**src/rtl/core/pstrq_pkg.sv**
```systemverilog
// Shared types, widths and codes of the process slot table with ready queue.
`default_nettype none

package pstrq_pkg;

  // Pool size and derived widths
  localparam int SLOT_COUNT = 8;
  localparam int SLOT_W     = $clog2(SLOT_COUNT);
  localparam int LINK_W     = $clog2(SLOT_COUNT + 1);

  // Fixed field widths of the request and result
  localparam int OPCODE_W = 2;
  localparam int SLOT_FW  = 3;
  localparam int STATUS_W = 2;

  typedef logic [SLOT_W-1:0] idx_t;
  typedef logic [LINK_W-1:0] link_t;

  // Link value that marks the end of the list
  localparam link_t LINK_NIL = LINK_W'(SLOT_COUNT);

  typedef enum logic [OPCODE_W-1:0] {
    OP_ALLOC   = 2'd0,
    OP_RELEASE = 2'd1,
    OP_ENQUEUE = 2'd2,
    OP_DEQUEUE = 2'd3
  } opcode_t;

  typedef enum logic [STATUS_W-1:0] {
    STATUS_OK      = 2'd0,
    STATUS_NO_FREE = 2'd1,
    STATUS_EMPTY   = 2'd2
  } status_t;

endpackage

`default_nettype wire

```
**src/rtl/core/process_slot_table_ready_queue.sv**
```systemverilog
// Process slot table with a doubly linked ready queue held in link memories.
//
// One request is taken at a time; in_stall is high from acceptance until the
// result has been loaded into the output register, and a new request may be
// accepted while that result still waits on out_stall. From acceptance, an
// allocate and a dequeue of an empty queue go straight to S_DONE; a release
// of an unqueued slot or an enqueue of an already queued slot pass S_READ
// first; a release or dequeue that unlinks a slot passes S_READ, S_UNLINK and
// S_CLEAR, and an enqueue that appends one S_READ, S_APPEND and S_LINK. S_DONE
// loads the result once the output register is free. These steps come from
// the registered read of the next/prev link memories and from their single
// write port, which takes each link update of a memory in a state of its own.
// Links read as the end-of-list marker until first written, tracked by one
// valid flop per entry, so no clearing pass runs after reset.
`default_nettype none

module process_slot_table_ready_queue
  import pstrq_pkg::*;
(
  input  wire logic                clk,
  input  wire logic                rst_n,
  input  wire logic                in_valid,
  output logic                     in_stall,
  input  wire logic [OPCODE_W-1:0] in_opcode,
  input  wire logic [SLOT_FW-1:0]  in_slot,
  output logic                     out_valid,
  input  wire logic                out_stall,
  output logic [STATUS_W-1:0]      out_status,
  output logic [SLOT_FW-1:0]       out_result_slot
);

  typedef enum logic [2:0] {
    S_IDLE,
    S_READ,
    S_UNLINK,
    S_CLEAR,
    S_APPEND,
    S_LINK,
    S_DONE
  } state_t;

  // Control and state registers
  state_t                  state_r, state_nxt;
  opcode_t                 op_r, op_nxt;
  idx_t                    cur_r, cur_nxt;
  link_t                   head_r, head_nxt;
  link_t                   tail_r, tail_nxt;
  link_t                   nlink_r, nlink_nxt;
  link_t                   plink_r, plink_nxt;
  logic [SLOT_COUNT-1:0]   in_use_r, in_use_nxt;
  logic [SLOT_COUNT-1:0]   next_vld_r, next_vld_nxt;
  logic [SLOT_COUNT-1:0]   prev_vld_r, prev_vld_nxt;
  logic                    next_rdv_r, prev_rdv_r;
  status_t                 res_status_r, res_status_nxt;
  logic [SLOT_FW-1:0]      res_slot_r, res_slot_nxt;
  logic                    out_valid_r, out_valid_nxt;
  status_t                 out_status_r, out_status_nxt;
  logic [SLOT_FW-1:0]      out_slot_r, out_slot_nxt;

  // Link memories
  link_t                   next_mem [SLOT_COUNT];
  link_t                   prev_mem [SLOT_COUNT];
  link_t                   next_rd_r, prev_rd_r;
  idx_t                    rd_addr;
  logic                    next_we, prev_we;
  idx_t                    next_wa, prev_wa;
  link_t                   next_wd, prev_wd;

  // Request decode and derived values
  logic                    in_acc;
  logic                    in_rng;
  idx_t                    in_idx;
  logic                    any_free;
  idx_t                    free_idx;
  link_t                   rd_next, rd_prev;
  logic                    queued;

  assign in_stall        = (state_r != S_IDLE);
  assign in_acc          = in_valid && !in_stall;
  assign in_rng          = (int'(in_slot) < SLOT_COUNT);
  assign in_idx          = SLOT_W'(in_slot);
  assign out_valid       = out_valid_r;
  assign out_status      = out_status_r;
  assign out_result_slot = out_slot_r;

  // Links that were never written read as the end marker
  assign rd_next = next_rdv_r ? next_rd_r : LINK_NIL;
  assign rd_prev = prev_rdv_r ? prev_rd_r : LINK_NIL;
  assign queued  = (head_r == LINK_W'(cur_r)) || (rd_prev != LINK_NIL);

  // Read the entry of the slot named by the request, or of the head on dequeue
  always_comb begin
    if (state_r == S_IDLE && opcode_t'(in_opcode) == OP_DEQUEUE) begin
      rd_addr = head_r[SLOT_W-1:0];
    end else if (state_r == S_IDLE) begin
      rd_addr = in_idx;
    end else begin
      rd_addr = cur_r;
    end
  end

  // Find the lowest free slot
  always_comb begin
    any_free = 1'b0;
    free_idx = '0;
    for (int i = SLOT_COUNT - 1; i >= 0; i--) begin
      if (!in_use_r[i]) begin
        any_free = 1'b1;
        free_idx = SLOT_W'(i);
      end
    end
  end

  // Sequence each request through its link reads and writes
  always_comb begin
    state_nxt      = state_r;
    op_nxt         = op_r;
    cur_nxt        = cur_r;
    head_nxt       = head_r;
    tail_nxt       = tail_r;
    nlink_nxt      = nlink_r;
    plink_nxt      = plink_r;
    in_use_nxt     = in_use_r;
    next_vld_nxt   = next_vld_r;
    prev_vld_nxt   = prev_vld_r;
    res_status_nxt = res_status_r;
    res_slot_nxt   = res_slot_r;
    out_status_nxt = out_status_r;
    out_slot_nxt   = out_slot_r;
    next_we        = 1'b0;
    prev_we        = 1'b0;
    next_wa        = cur_r;
    prev_wa        = cur_r;
    next_wd        = LINK_NIL;
    prev_wd        = LINK_NIL;

    // Drop the result once taken
    out_valid_nxt = out_valid_r && out_stall;

    case (state_r)
      S_IDLE: begin
        if (in_acc) begin
          op_nxt         = opcode_t'(in_opcode);
          cur_nxt        = in_idx;
          res_status_nxt = STATUS_OK;
          res_slot_nxt   = '0;
          state_nxt      = S_DONE;
          case (opcode_t'(in_opcode))
            OP_ALLOC: begin
              if (any_free) begin
                in_use_nxt[free_idx] = 1'b1;
                res_slot_nxt         = SLOT_FW'(free_idx);
              end else begin
                res_status_nxt = STATUS_NO_FREE;
              end
            end
            OP_RELEASE: begin
              if (in_rng) begin
                in_use_nxt[in_idx] = 1'b0;
                state_nxt          = S_READ;
              end
            end
            OP_ENQUEUE: begin
              if (in_rng) begin
                state_nxt = S_READ;
              end
            end
            OP_DEQUEUE: begin
              if (head_r == LINK_NIL) begin
                res_status_nxt = STATUS_EMPTY;
              end else begin
                cur_nxt      = head_r[SLOT_W-1:0];
                res_slot_nxt = SLOT_FW'(head_r[SLOT_W-1:0]);
                state_nxt    = S_READ;
              end
            end
            default: begin
              state_nxt = S_DONE;
            end
          endcase
        end
      end

      // Hold the slot's links and decide whether it sits in the queue
      S_READ: begin
        nlink_nxt = rd_next;
        plink_nxt = rd_prev;
        if (op_r == OP_ENQUEUE) begin
          state_nxt = queued ? S_DONE : S_APPEND;
        end else begin
          state_nxt = queued ? S_UNLINK : S_DONE;
        end
      end

      // Bridge the neighbors around the slot
      S_UNLINK: begin
        if (plink_r != LINK_NIL) begin
          next_we = 1'b1;
          next_wa = plink_r[SLOT_W-1:0];
          next_wd = nlink_r;
        end else begin
          head_nxt = nlink_r;
        end
        if (nlink_r != LINK_NIL) begin
          prev_we = 1'b1;
          prev_wa = nlink_r[SLOT_W-1:0];
          prev_wd = plink_r;
        end else begin
          tail_nxt = plink_r;
        end
        state_nxt = S_CLEAR;
      end

      // Clear the removed slot's links
      S_CLEAR: begin
        next_we   = 1'b1;
        prev_we   = 1'b1;
        state_nxt = S_DONE;
      end

      // Point the new slot back at the old tail and end its next link
      S_APPEND: begin
        next_we   = 1'b1;
        prev_we   = 1'b1;
        prev_wd   = tail_r;
        state_nxt = S_LINK;
      end

      // Hook the new slot behind the old tail, or make it the head of an empty queue, and advance the tail
      S_LINK: begin
        if (tail_r != LINK_NIL) begin
          next_we = 1'b1;
          next_wa = tail_r[SLOT_W-1:0];
          next_wd = LINK_W'(cur_r);
        end else begin
          head_nxt = LINK_W'(cur_r);
        end
        tail_nxt  = LINK_W'(cur_r);
        state_nxt = S_DONE;
      end

      // Load the result once the output register is free
      S_DONE: begin
        if (!out_valid_r || !out_stall) begin
          out_valid_nxt  = 1'b1;
          out_status_nxt = res_status_r;
          out_slot_nxt   = res_slot_r;
          state_nxt      = S_IDLE;
        end
      end

      default: begin
        state_nxt = S_IDLE;
      end
    endcase

    // Mark written link entries valid
    if (next_we) begin
      next_vld_nxt[next_wa] = 1'b1;
    end
    if (prev_we) begin
      prev_vld_nxt[prev_wa] = 1'b1;
    end
  end

  // Hold state, control and the output register
  always_ff @(posedge clk) begin
    if (!rst_n) begin
      state_r     <= S_IDLE;
      head_r      <= LINK_NIL;
      tail_r      <= LINK_NIL;
      in_use_r    <= '0;
      next_vld_r  <= '0;
      prev_vld_r  <= '0;
      out_valid_r <= 1'b0;
    end else begin
      state_r     <= state_nxt;
      head_r      <= head_nxt;
      tail_r      <= tail_nxt;
      in_use_r    <= in_use_nxt;
      next_vld_r  <= next_vld_nxt;
      prev_vld_r  <= prev_vld_nxt;
      out_valid_r <= out_valid_nxt;
    end
    op_r         <= op_nxt;
    cur_r        <= cur_nxt;
    nlink_r      <= nlink_nxt;
    plink_r      <= plink_nxt;
    res_status_r <= res_status_nxt;
    res_slot_r   <= res_slot_nxt;
    out_status_r <= out_status_nxt;
    out_slot_r   <= out_slot_nxt;
    next_rdv_r   <= next_vld_r[rd_addr];
    prev_rdv_r   <= prev_vld_r[rd_addr];
  end

  // Next-link memory, registered read
  always_ff @(posedge clk) begin
    if (next_we) begin
      next_mem[next_wa] <= next_wd;
    end
    next_rd_r <= next_mem[rd_addr];
  end

  // Prev-link memory, registered read
  always_ff @(posedge clk) begin
    if (prev_we) begin
      prev_mem[prev_wa] <= prev_wd;
    end
    prev_rd_r <= prev_mem[rd_addr];
  end

endmodule

`default_nettype wire

```
**config.mk**
```make
export PLATFORM = sky130hd
export DESIGN_NAME = process_slot_table_ready_queue
export DESIGN_NICKNAME = d
export VERILOG_FILES = /design/src/rtl/core/pstrq_pkg.sv /design/src/rtl/core/process_slot_table_ready_queue.sv
export SDC_FILE = /design/constraint.sdc
export NUM_CORES = 1
export LEC_CHECK = 0
export ABC_CLOCK_PERIOD_IN_PS = 2800
export BUFFER_PORTS_ARGS = -buffer_cell sky130_fd_sc_hd__buf_2
export CORE_MARGIN = 3
export CORE_UTILIZATION = 50
export DETAILED_ROUTE_END_ITERATION = 16
export MAX_ROUTING_LAYER = met4
export PLACE_DENSITY = 0.66
export SETUP_SLACK_MARGIN = 0.02
export SLEW_MARGIN = 20
export SYNTH_ARGS = -nofsm -noshare
export SYNTH_HDL_FRONTEND = slang
export SYNTH_SLANG_ARGS = --single-unit
```
**constraint.sdc**
```tcl
create_clock -name clk -period 2.8 [get_ports clk]
set_input_delay 0.14 -clock clk [delete_from_list [all_inputs] [get_ports clk]]
set_output_delay 0.14 -clock clk [all_outputs]
set_load 0.03 [all_outputs]
```
**Yosys cells after proc, flatten, opt, wreduce, memory -nomap -nowiden**

Memory sizes are Yosys's and may differ from the RTL's. A register that Yosys moved wholly into a read port is not among the register bits.
Index checks and enable logic that the tools add are counted.

- Register bits: 61
- Bits in writable memories: 64
- Input bits: 9
- Output and inout bits: 7
- Logic and storage cells: 156
- Memories: 2

- Magnitude comparators: 9
- Eq/ne operators: 22
- Mux-type cells: 75
- Bitwise gates (word level): 5
- Reductions and logical operators: 26

Memories:

| name | depth | width | read ports | clocked after Yosys merged registers in | write ports | line | source |
|---|---|---|---|---|---|---|---|
| next_mem | 8 | 4 | 1 | 1 | 1 | process_slot_table_ready_queue.sv:61 | `link_t next_mem [SLOT_COUNT];` |
| prev_mem | 8 | 4 | 1 | 1 | 1 | process_slot_table_ready_queue.sv:62 | `link_t prev_mem [SLOT_COUNT];` |

Operators by type and width:

| kind | number |
|---|---|
| 3-bit two-way mux | 23 |
| 4-bit one-hot mux with 2 select lines | 4 |
| 4-bit two-way mux | 7 |
| 1-bit two-way mux | 24 |
| 8-bit OR | 3 |
| 3-bit by 4-bit less-than comparator with 1-bit output (second input constant) | 5 |
| 3-bit one-hot mux with 2 select lines | 3 |
| 3-bit one-hot mux with 6 select lines | 1 |
| 4-bit inequality test (second input constant) | 4 |
| 8-bit one-hot mux with 2 select lines | 1 |
| 1-bit demux with 3-bit select | 4 |
| 3-bit by 1-bit >= comparator with 1-bit output (second input constant) | 4 |
| 2-bit inequality test (second input constant) | 6 |
| 3-bit equality test (second input constant) | 3 |
| 8-bit AND | 1 |
| 8-bit two-way mux | 1 |
| 8-bit NOT | 1 |
| 2-bit AND reduction | 4 |
| 1-bit logical AND | 7 |
| 1-bit binary-select mux with 3-bit select | 2 |
| 2-bit equality test (second input constant) | 3 |
| 3-bit by 2-bit equality test with 1-bit output (second input constant) | 2 |
| 2-bit OR reduction | 3 |
| 4-bit by 3-bit equality test with 1-bit output | 1 |
| other kinds (15) | 20 |

**Depth between registers and ports, before layout**

Gate-level depths: netlist (run 1).

- Depth after elaboration: 15
- Mapped depth: 9
- Depth with buffers taken out: 7

**Worst setup path after synthesis (run 1)**

OpenSTA, ideal clock, no wires.

- Kind: reg2reg
- Start: register plink_r[0]
- End: memory next_mem[1][0] (netlist bit), enable pin
- Setup time: 0.361 ns
- Data arrival time: 1.874 ns
- Path slack: 0.564 ns
- Cell stages (with the launch flop): 6
- Path through: edfxtp_1 > nor4b_1 > a22o_1 > o31a_1 > nand2_1 > nor3_1

- Longest elaborated chain between the ends: 5
- Elaborated cells between the ends (all ways): 7
- Classes of those cells: 1 x eq/ne; 6 x mux

Ends and longest elaborated chain:

| what | line | source |
|---|---|---|
| start, declared | process_slot_table_ready_queue.sv:49 | `link_t plink_r, plink_nxt;` |
| start signal, assigned | process_slot_table_ready_queue.sv:288 | `plink_r <= plink_nxt;` |
| 4-bit inequality test | process_slot_table_ready_queue.sv:197 | `if (plink_r != LINK_NIL) begin` |
| 1-bit two-way mux | process_slot_table_ready_queue.sv:197 |  |
| 1-bit one-hot mux with 3 select lines | process_slot_table_ready_queue.sv:140 | `case (state_r)` |
| 1-bit two-way mux | process_slot_table_ready_queue.sv:299 | `if (next_we) begin` |
| 1-bit two-way mux (implied by the code) | process_slot_table_ready_queue.sv:300 | `next_mem[next_wa] <= next_wd;` |
| end, declared | process_slot_table_ready_queue.sv:61 |  |

Parallel ways exist; a longest one is shown, timed or not.

**Worst setup path in the final report (run 1)**

- Start: register state_r[1]
- End: memory next_mem[4][1] (netlist bit), enable pin

- Longest elaborated chain between the ends: 5
- Elaborated cells between the ends (all ways): 9
- Classes of those cells: 4 x eq/ne; 4 x mux; 1 x reduce/logical

Ends and longest elaborated chain:

| what | line | source |
|---|---|---|
| start, declared | process_slot_table_ready_queue.sv:43 | `state_t state_r, state_nxt;` |
| start signal, assigned | process_slot_table_ready_queue.sv:277 | `state_r <= state_nxt;` |
| 3-bit equality test or 3-bit by 2-bit equality test with 1-bit output (tied branches) | process_slot_table_ready_queue.sv:140 |  |
| 2-bit OR reduction (no source line) | n/a |  |
| 1-bit one-hot mux with 3 select lines | process_slot_table_ready_queue.sv:140 |  |
| 1-bit two-way mux | process_slot_table_ready_queue.sv:299 |  |
| 1-bit two-way mux (implied by the code) | process_slot_table_ready_queue.sv:300 |  |

Parallel ways exist; a longest one is shown, timed or not.

==> results.py, run 1 <==
metrics = {
    "run_status": {
        "status": "completed",
    },
    "sta": {
        "max_slew.worst_pin.slew_ns": 0.746,
        "relSlewSlack_pct": 50.3,
        "maxSlewViolCount": 0,
        "rsz0062_at_grt": "false",
        "period_share_pct": 89.6,
        "period_needed_ns": 2.51,
        "hold_slack_ns": 0.0717,
        "finalHoldViolations": 0,
        "setup_viol": 0,
        "skew_ns": 0.00446,
        "fin_ws_ns": 0.291,
        "clock.fmax_mhz": 399,
        "tns_ns": 0,
    },
    "drt": {
        "wl_per_cell_um": 19.8,
        "dr_total_vias": 4218,
        "drtIter0Drc": 425,
        "vias_per_cell": 6.04,
        "drt_pass1_iterations": 5,
        "wirelength_mm": 13.8,
        "ant_nets": 0,
        "post-route-drc-count": 0,
    },
    "global_route": {
        "grt_max_degree": 37,
        "grt_overflow": 0,
        "grt_pass1_wl_mm": 22.8,
        "track_usage_pct": 23.4,
        "grt_pass1_vias": 4288,
        "antenna_found_initial": 0,
    },
    "die": {
        "initial_core_util_pct": 51.8,
        "die_w_um": 115,
        "fp-row-count": 39,
        "die_area_sq_um": 13300,
        "coreArea_sq_um": 11600,
        "die_h_um": 115,
        "ios": 16,
    },
    "clock_tree": {
        "numCtsBuffers": 17,
        "htree_levels": 4,
        "cts_resized": 0,
        "cts_tree": "done",
        "cts_sinks": 133,
        "clk_latency_ns": 0.42,
        "cts-root-buf": "clkbuf_16",
        "clk_pin_slew_ns": 0.06,
        "cts_max_path_buffers": 2,
        "post_cts_buffers": 0,
    },
    "setup_path": {
        "reg2reg_slack_ns": 0.29,
        "slowest_stage": "dfxtp_1",
        "end_kind": "register",
        "cp-startpoint": "state_r[1]$_SDFFE_PN0P_",
        "reg2reg_depth": 5,
        "path_cells": "and3b_1 > a22oi_1 > a21o_2 > and2_1 > nor2b_1",
        "critPathRequiredTime_ns": 2.88,
        "max_stage_delay_ns": 0.62,
        "worstPathArrival_ns": 2.59,
        "crit_family": "simple AND/OR/NAND/NOR gates",
        "cp_num_buf_inv": 0,
        "path_max_fanout": 15,
        "timing.rr.end": "next_mem[4][1]$_DFFE_PP_",
        "reg2reg_from": "state_r[1]$_SDFFE_PN0P_",
        "path_class": "reg2reg",
        "start_kind": "register",
    },
    "synthesis": {
        "ys_ff_latch": 133,
        "synth.area.top_cells": "edfxtp_1 (44%), dfxtp_1 (15%), mux2i_1 (4.0%)",
        "synth-edff-count": 87,
        "synthFlopType": "edfxtp_1",
        "synth_common_cells": "edfxtp_1 (87), nand2_1 (56), dfxtp_1 (46)",
        "synth_top_area_share_pct": 43.6,
        "yosysWarningCount": 0,
        "yosysMostFrequentCell": "edfxtp_1",
        "yosysTopAreaCell": "edfxtp_1",
        "yosysSeqAreaShare_pct": 59.0,
        "synth_cell_type_count": 67,
        "synthCells": 513,
        "synth_nets": 525,
        "syn_area_sq_um": 5990,
        "async_flop_share_pct": 0,
        "syn_area_per_cell_sq_um": 11.7,
    },
    "cells_and_area": {
        "finish.net_count": 554,
        "syn2layout_area_growth_pct": 14.7,
        "n_antenna_cell": 0,
        "post-route-util_pct": 59.3,
        "design_area_sq_um": 6860,
        "final_layout_size_suffix_gt1_share_pct": 14.4,
        "nFillCells": 974,
    },
    "power_and_ir_drop": {
        "irDropWorstVdd_mv": 0.585,
        "p_per_area_nw_per_um2": 1090,
        "p_leak_nw": 2.44,
    },
    "place": {
        "portBuffers": 15,
        "gp_congestion": 0.964,
        "dpl-instance-area_sq_um": 6260,
        "dpl_worst_slack_ns": 0.314,
        "hpwl_mm": 9.71,
    },
    "worst_hold_path": {
        "hp-start": "in_slot[2]",
        "hold_end": "cur_r[2]$_DFFE_PP_",
        "hold_path_class": "in2reg",
        "min_path_cells": 3,
    },
    "flow_run": {
        "maxCapViolations": 0,
    },
}
==> worst register-to-register path, cell delays in order (launching register included) <==
cell,delay (ns)
dfxtp_1,0.62
and3b_1,0.32
a22oi_1,0.47
a21o_2,0.28
and2_1,0.15
nor2b_1,0.33
==> cell type report <==
cell class	instances	area, sq um	area share (%)
Tap cell	143	179	2.61
Multi-Input combinational cell	342	2270	33.1
Timing Repair Buffer	38	268	3.90
Clock inverter	12	136	1.99
Sequential cell	133	3530	51.5
Inverter	10	37.5	0.547
Clock buffer	20	437	6.36
==> routing by layer <==
layer  vias up  GRT usage, %  part of all wire, %
met5         -             -                    0
met4         0          7.82                  1.7
met3        23          6.63                  5.8
met2       141          36.7                   49
met1      2036          29.4                   44
li1       2018             -                    -
==> cell families after synthesis <==
logic type | synth area share (%)
simple gates | 15.8
flops | 59.0
compound gates | 16.2
buf+inv | 3.22
mux | 4.70
xor+xnor | 0.439
fa+ha+maj | 0.627
==> layout by cell type, fill, tap and decap left out, types with 4 or more instances in the layout <==
cell       Yosys  routed
o21a_1         9       9
mux2i_1       24      23
edfxtp_1      87      87
a31oi_1        8       8
buf_4          3      19
a22o_1         5       5
nor3_1        10      10
o21ai_0       16      16
a32o_1        18      18
nand2b_1       5       5
nor2_1        38      38
a211oi_1      22      22
buf_2          7      15
and3_1         5       5
and2_1        21      21
inv_1          9       9
a22oi_1        6       6
nand2_1       56      56
a21oi_1       20      20
a311oi_1       5       5
nand3_1        5       5
clkinv_2       0       4
clkbuf_16      0      17
nor2b_1        7       7
dfxtp_1       46      46
==> where the power goes <==
group | leakage (nW) | internal, W | switching, W
logic | 0.999 | 0.000936 | 0.00150
clock network | 0.276 | 0.00138 | 0.000776
registers | 1.17 | 0.00261 | 0.000297
==> repair_timing <==
action / 4_1_cts / 5_1_grt
hold endpoints to repair: 3 / 0
endpoints found under the setup margin: 0 / 0
hold buffers: 3 / 0
==> sequential cells by signal (all words and copies together), names as in the netlist, 8 cells and up <==
register	count
in_use_r	8
prev_vld_r	8
next_mem	32
next_vld_r	8
prev_mem	32
==> metrics by stage <==
stage,total power (W),std cells
floorplan,0.00459,513
global placement,0.00529,663
detailed placement,0.00536,663
CTS,0.00753,698
global route,0.00791,698
finish,0.00750,698
==> worst max-delay path by stage <==
stage,slack [ns],cells past startpoint,to
floorplan,0.56,5,next_mem[1][0]$_DFFE_PP_
global placement,0.42,6,next_mem[3][0]$_DFFE_PP_
detailed placement,0.31,5,next_mem[4][2]$_DFFE_PP_
CTS,0.30,5,next_mem[4][1]$_DFFE_PP_
global route,0.04,5,next_mem[4][1]$_DFFE_PP_
finish,0.29,5,next_mem[4][1]$_DFFE_PP_
Note: power is estimated with default switching activity, not from simulation.
==> run 2: changes to the inputs <==
--- a/config.mk
+++ b/config.mk
@@ -7,6 +7,7 @@
 export LEC_CHECK = 0
 export ABC_CLOCK_PERIOD_IN_PS = 2800
 export BUFFER_PORTS_ARGS = -buffer_cell sky130_fd_sc_hd__buf_2
+export CORE_ASPECT_RATIO = 0.75
 export CORE_MARGIN = 3
 export CORE_UTILIZATION = 50
 export DETAILED_ROUTE_END_ITERATION = 16
==> results.py, run 2 (synthesis gave the netlist of run 1 again) <==
metrics = {
    "clock_tree": {
        "htree_levels": 4,
        "cts_resized": 0,
        "numCtsBuffers": 17,
        "clk_latency_ns": 0.41,
        "clk_pin_slew_ns": 0.06,
        "cts_tree": "done",
        "cts_sinks": 133,
        "cts-root-buf": "clkbuf_16",
        "cts_max_path_buffers": 2,
    },
    "run_status": {
        "status": "completed",
    },
    "global_route": {
        "antenna_found_initial": 0,
        "grt_overflow": 0,
        "grt_pass1_vias": 4129,
        "track_usage_pct": 23.2,
        "grt_pass1_wl_mm": 22.7,
        "grt_max_degree": 37,
    },
    "place": {
        "portBuffers": 15,
        "hpwl_mm": 9.95,
        "dpl-instance-area_sq_um": 6310,
        "placed_cells": 682,
        "gp_congestion": 0.914,
    },
    "drt": {
        "ant_nets": 0,
        "wl_per_cell_um": 20.0,
        "drtIter0Drc": 449,
        "dr_total_vias": 4385,
        "wirelength_mm": 14.3,
        "drt_pass1_iterations": 5,
        "vias_per_cell": 6.12,
        "post-route-drc-count": 0,
    },
    "power_and_ir_drop": {
        "irDropWorstVdd_mv": 0.559,
        "total_power_w": 0.00735,
        "p_leak_nw": 2.44,
        "p_per_area_nw_per_um2": 1070,
    },
    "sta": {
        "finalHoldViolations": 0,
        "skew_ns": 0.00957,
        "period_needed_ns": 2.60,
        "period_share_pct": 92.8,
        "relSlewSlack_pct": 24.0,
        "setup_viol": 0,
        "rsz0062_at_grt": "false",
        "max_slew.worst_pin.slew_ns": 1.14,
        "tns_ns": 0,
        "clock.fmax_mhz": 385,
        "maxSlewViolCount": 0,
    },
    "die": {
        "coreArea_sq_um": 11300,
        "die_area_sq_um": 13300,
        "die_w_um": 132,
        "initial_core_util_pct": 52.9,
        "die_h_um": 101,
        "fp-row-count": 33,
        "ios": 16,
    },
    "cells_and_area": {
        "nFillCells": 963,
        "fin_cells": 716,
        "design_area_sq_um": 6850,
        "n_antenna_cell": 0,
        "finish.net_count": 558,
        "syn2layout_area_growth_pct": 14.5,
        "reg_top3": "next_mem (32), prev_mem (32)",
        "final_common_cell": "edfxtp_1",
        "post-route-util_pct": 60.6,
        "final_cell_mix": "edfxtp_1 (87), nand2_1 (56), dfxtp_1 (46)",
        "final_layout_size_suffix_gt1_share_pct": 15.6,
    },
    "setup_path": {
        "critPathRequiredTime_ns": 2.93,
        "end_kind": "register",
        "worstPathArrival_ns": 2.73,
        "path_class": "reg2reg",
        "path_max_fanout": 17,
        "start_kind": "register",
        "reg2reg_from": "state_r[0]$_SDFFE_PN0P_",
        "timing.rr.end": "next_mem[3][1]$_DFFE_PP_",
        "reg2reg_slack_ns": 0.20,
        "reg2reg_depth": 6,
    },
    "worst_hold_path": {
        "hp-start": "out_stall",
        "min_path_cells": 3,
        "hold_end": "out_valid$_SDFF_PN0_",
        "hold_path_class": "in2reg",
    },
    "flow_run": {
        "maxCapViolations": 0,
    },
}
-- run 2: cell count changes in the layout (fill, tap and decap cells not counted), sizes merged --
cell,delta
buf,+5
bufinv,-3
clkbuf,-2
clkinv,+2
clkinvlp,+2
dlygate4sd3,-1
inv,+1
-- run 2: area by class of cell --
cell class,instances,area (sq um),share of cell area [%]
flip-flops and latches,133,3530,51.6
repair buffers,42,295,4.31
clock buffers,18,429,6.26
inverters,10,37.5,0.548
multi-input cells,342,2270,33.2
well taps,157,196,2.87
clock inverters,14,87.6,1.28
-- run 2: routing by layer --
layer | up-vias | part of all wire, % | global-route usage, %
li1 | 2023 | - | -
met1 | 2162 | 48 | 33.9
met2 | 182 | 42 | 31.2
met3 | 18 | 8.7 | 6.94
met4 | 0 | 1.3 | 6.55
met5 | - | 0 | -
-- run 2: power breakdown --
| group | internal, W | switching (W) | leakage [nW] | total (W) |
|---|---|---|---|---|
| sequential | 0.00261 | 0.000284 | 1.17 | 0.00289 |
| combinational | 0.000972 | 0.00155 | 1.02 | 0.00253 |
| clock | 0.00112 | 0.000814 | 0.244 | 0.00193 |
-- run 2: worst max-delay path by stage --
stage,startpoint,end,depth (start not counted)
finish,state_r[0]$_SDFFE_PN0P_,next_mem[3][1]$_DFFE_PP_,6
global route,state_r[0]$_SDFFE_PN0P_,next_rdv_r$_DFF_P_,6
CTS,state_r[0]$_SDFFE_PN0P_,next_mem[3][0]$_DFFE_PP_,6
detailed placement,state_r[0]$_SDFFE_PN0P_,next_mem[3][0]$_DFFE_PP_,6
global placement,state_r[2]$_SDFFE_PN0P_,next_mem[4][2]$_DFFE_PP_,6
floorplan,plink_r[0]$_DFFE_PP_,next_mem[1][0]$_DFFE_PP_,5
-- run 2: per-stage QoR --
step / hold slack, ns / setup WS [ns]
floorplan: 0.239 / 0.564
global placement: 0.365 / 0.342
detailed placement: 0.367 / 0.285
CTS: 0.0170 / 0.249
global route: 0.0307 / 0.0658
finish: 0.0297 / 0.203
-- run 2: repair_timing --
item                      4_1_cts  5_1_grt
hold buffers                    2        0
hold endpoints to repair        2        0
setup buffers                   0        0
-- run 2: worst max-delay path, cell delays in order, from the launching register on --
cell and delay, ns:
dfxtp_1 0.66, and3b_1 0.45, a22o_1 0.28, o31a_1 0.28
nand2_1 0.17, nor3_1 0.29, buf_4 0.18
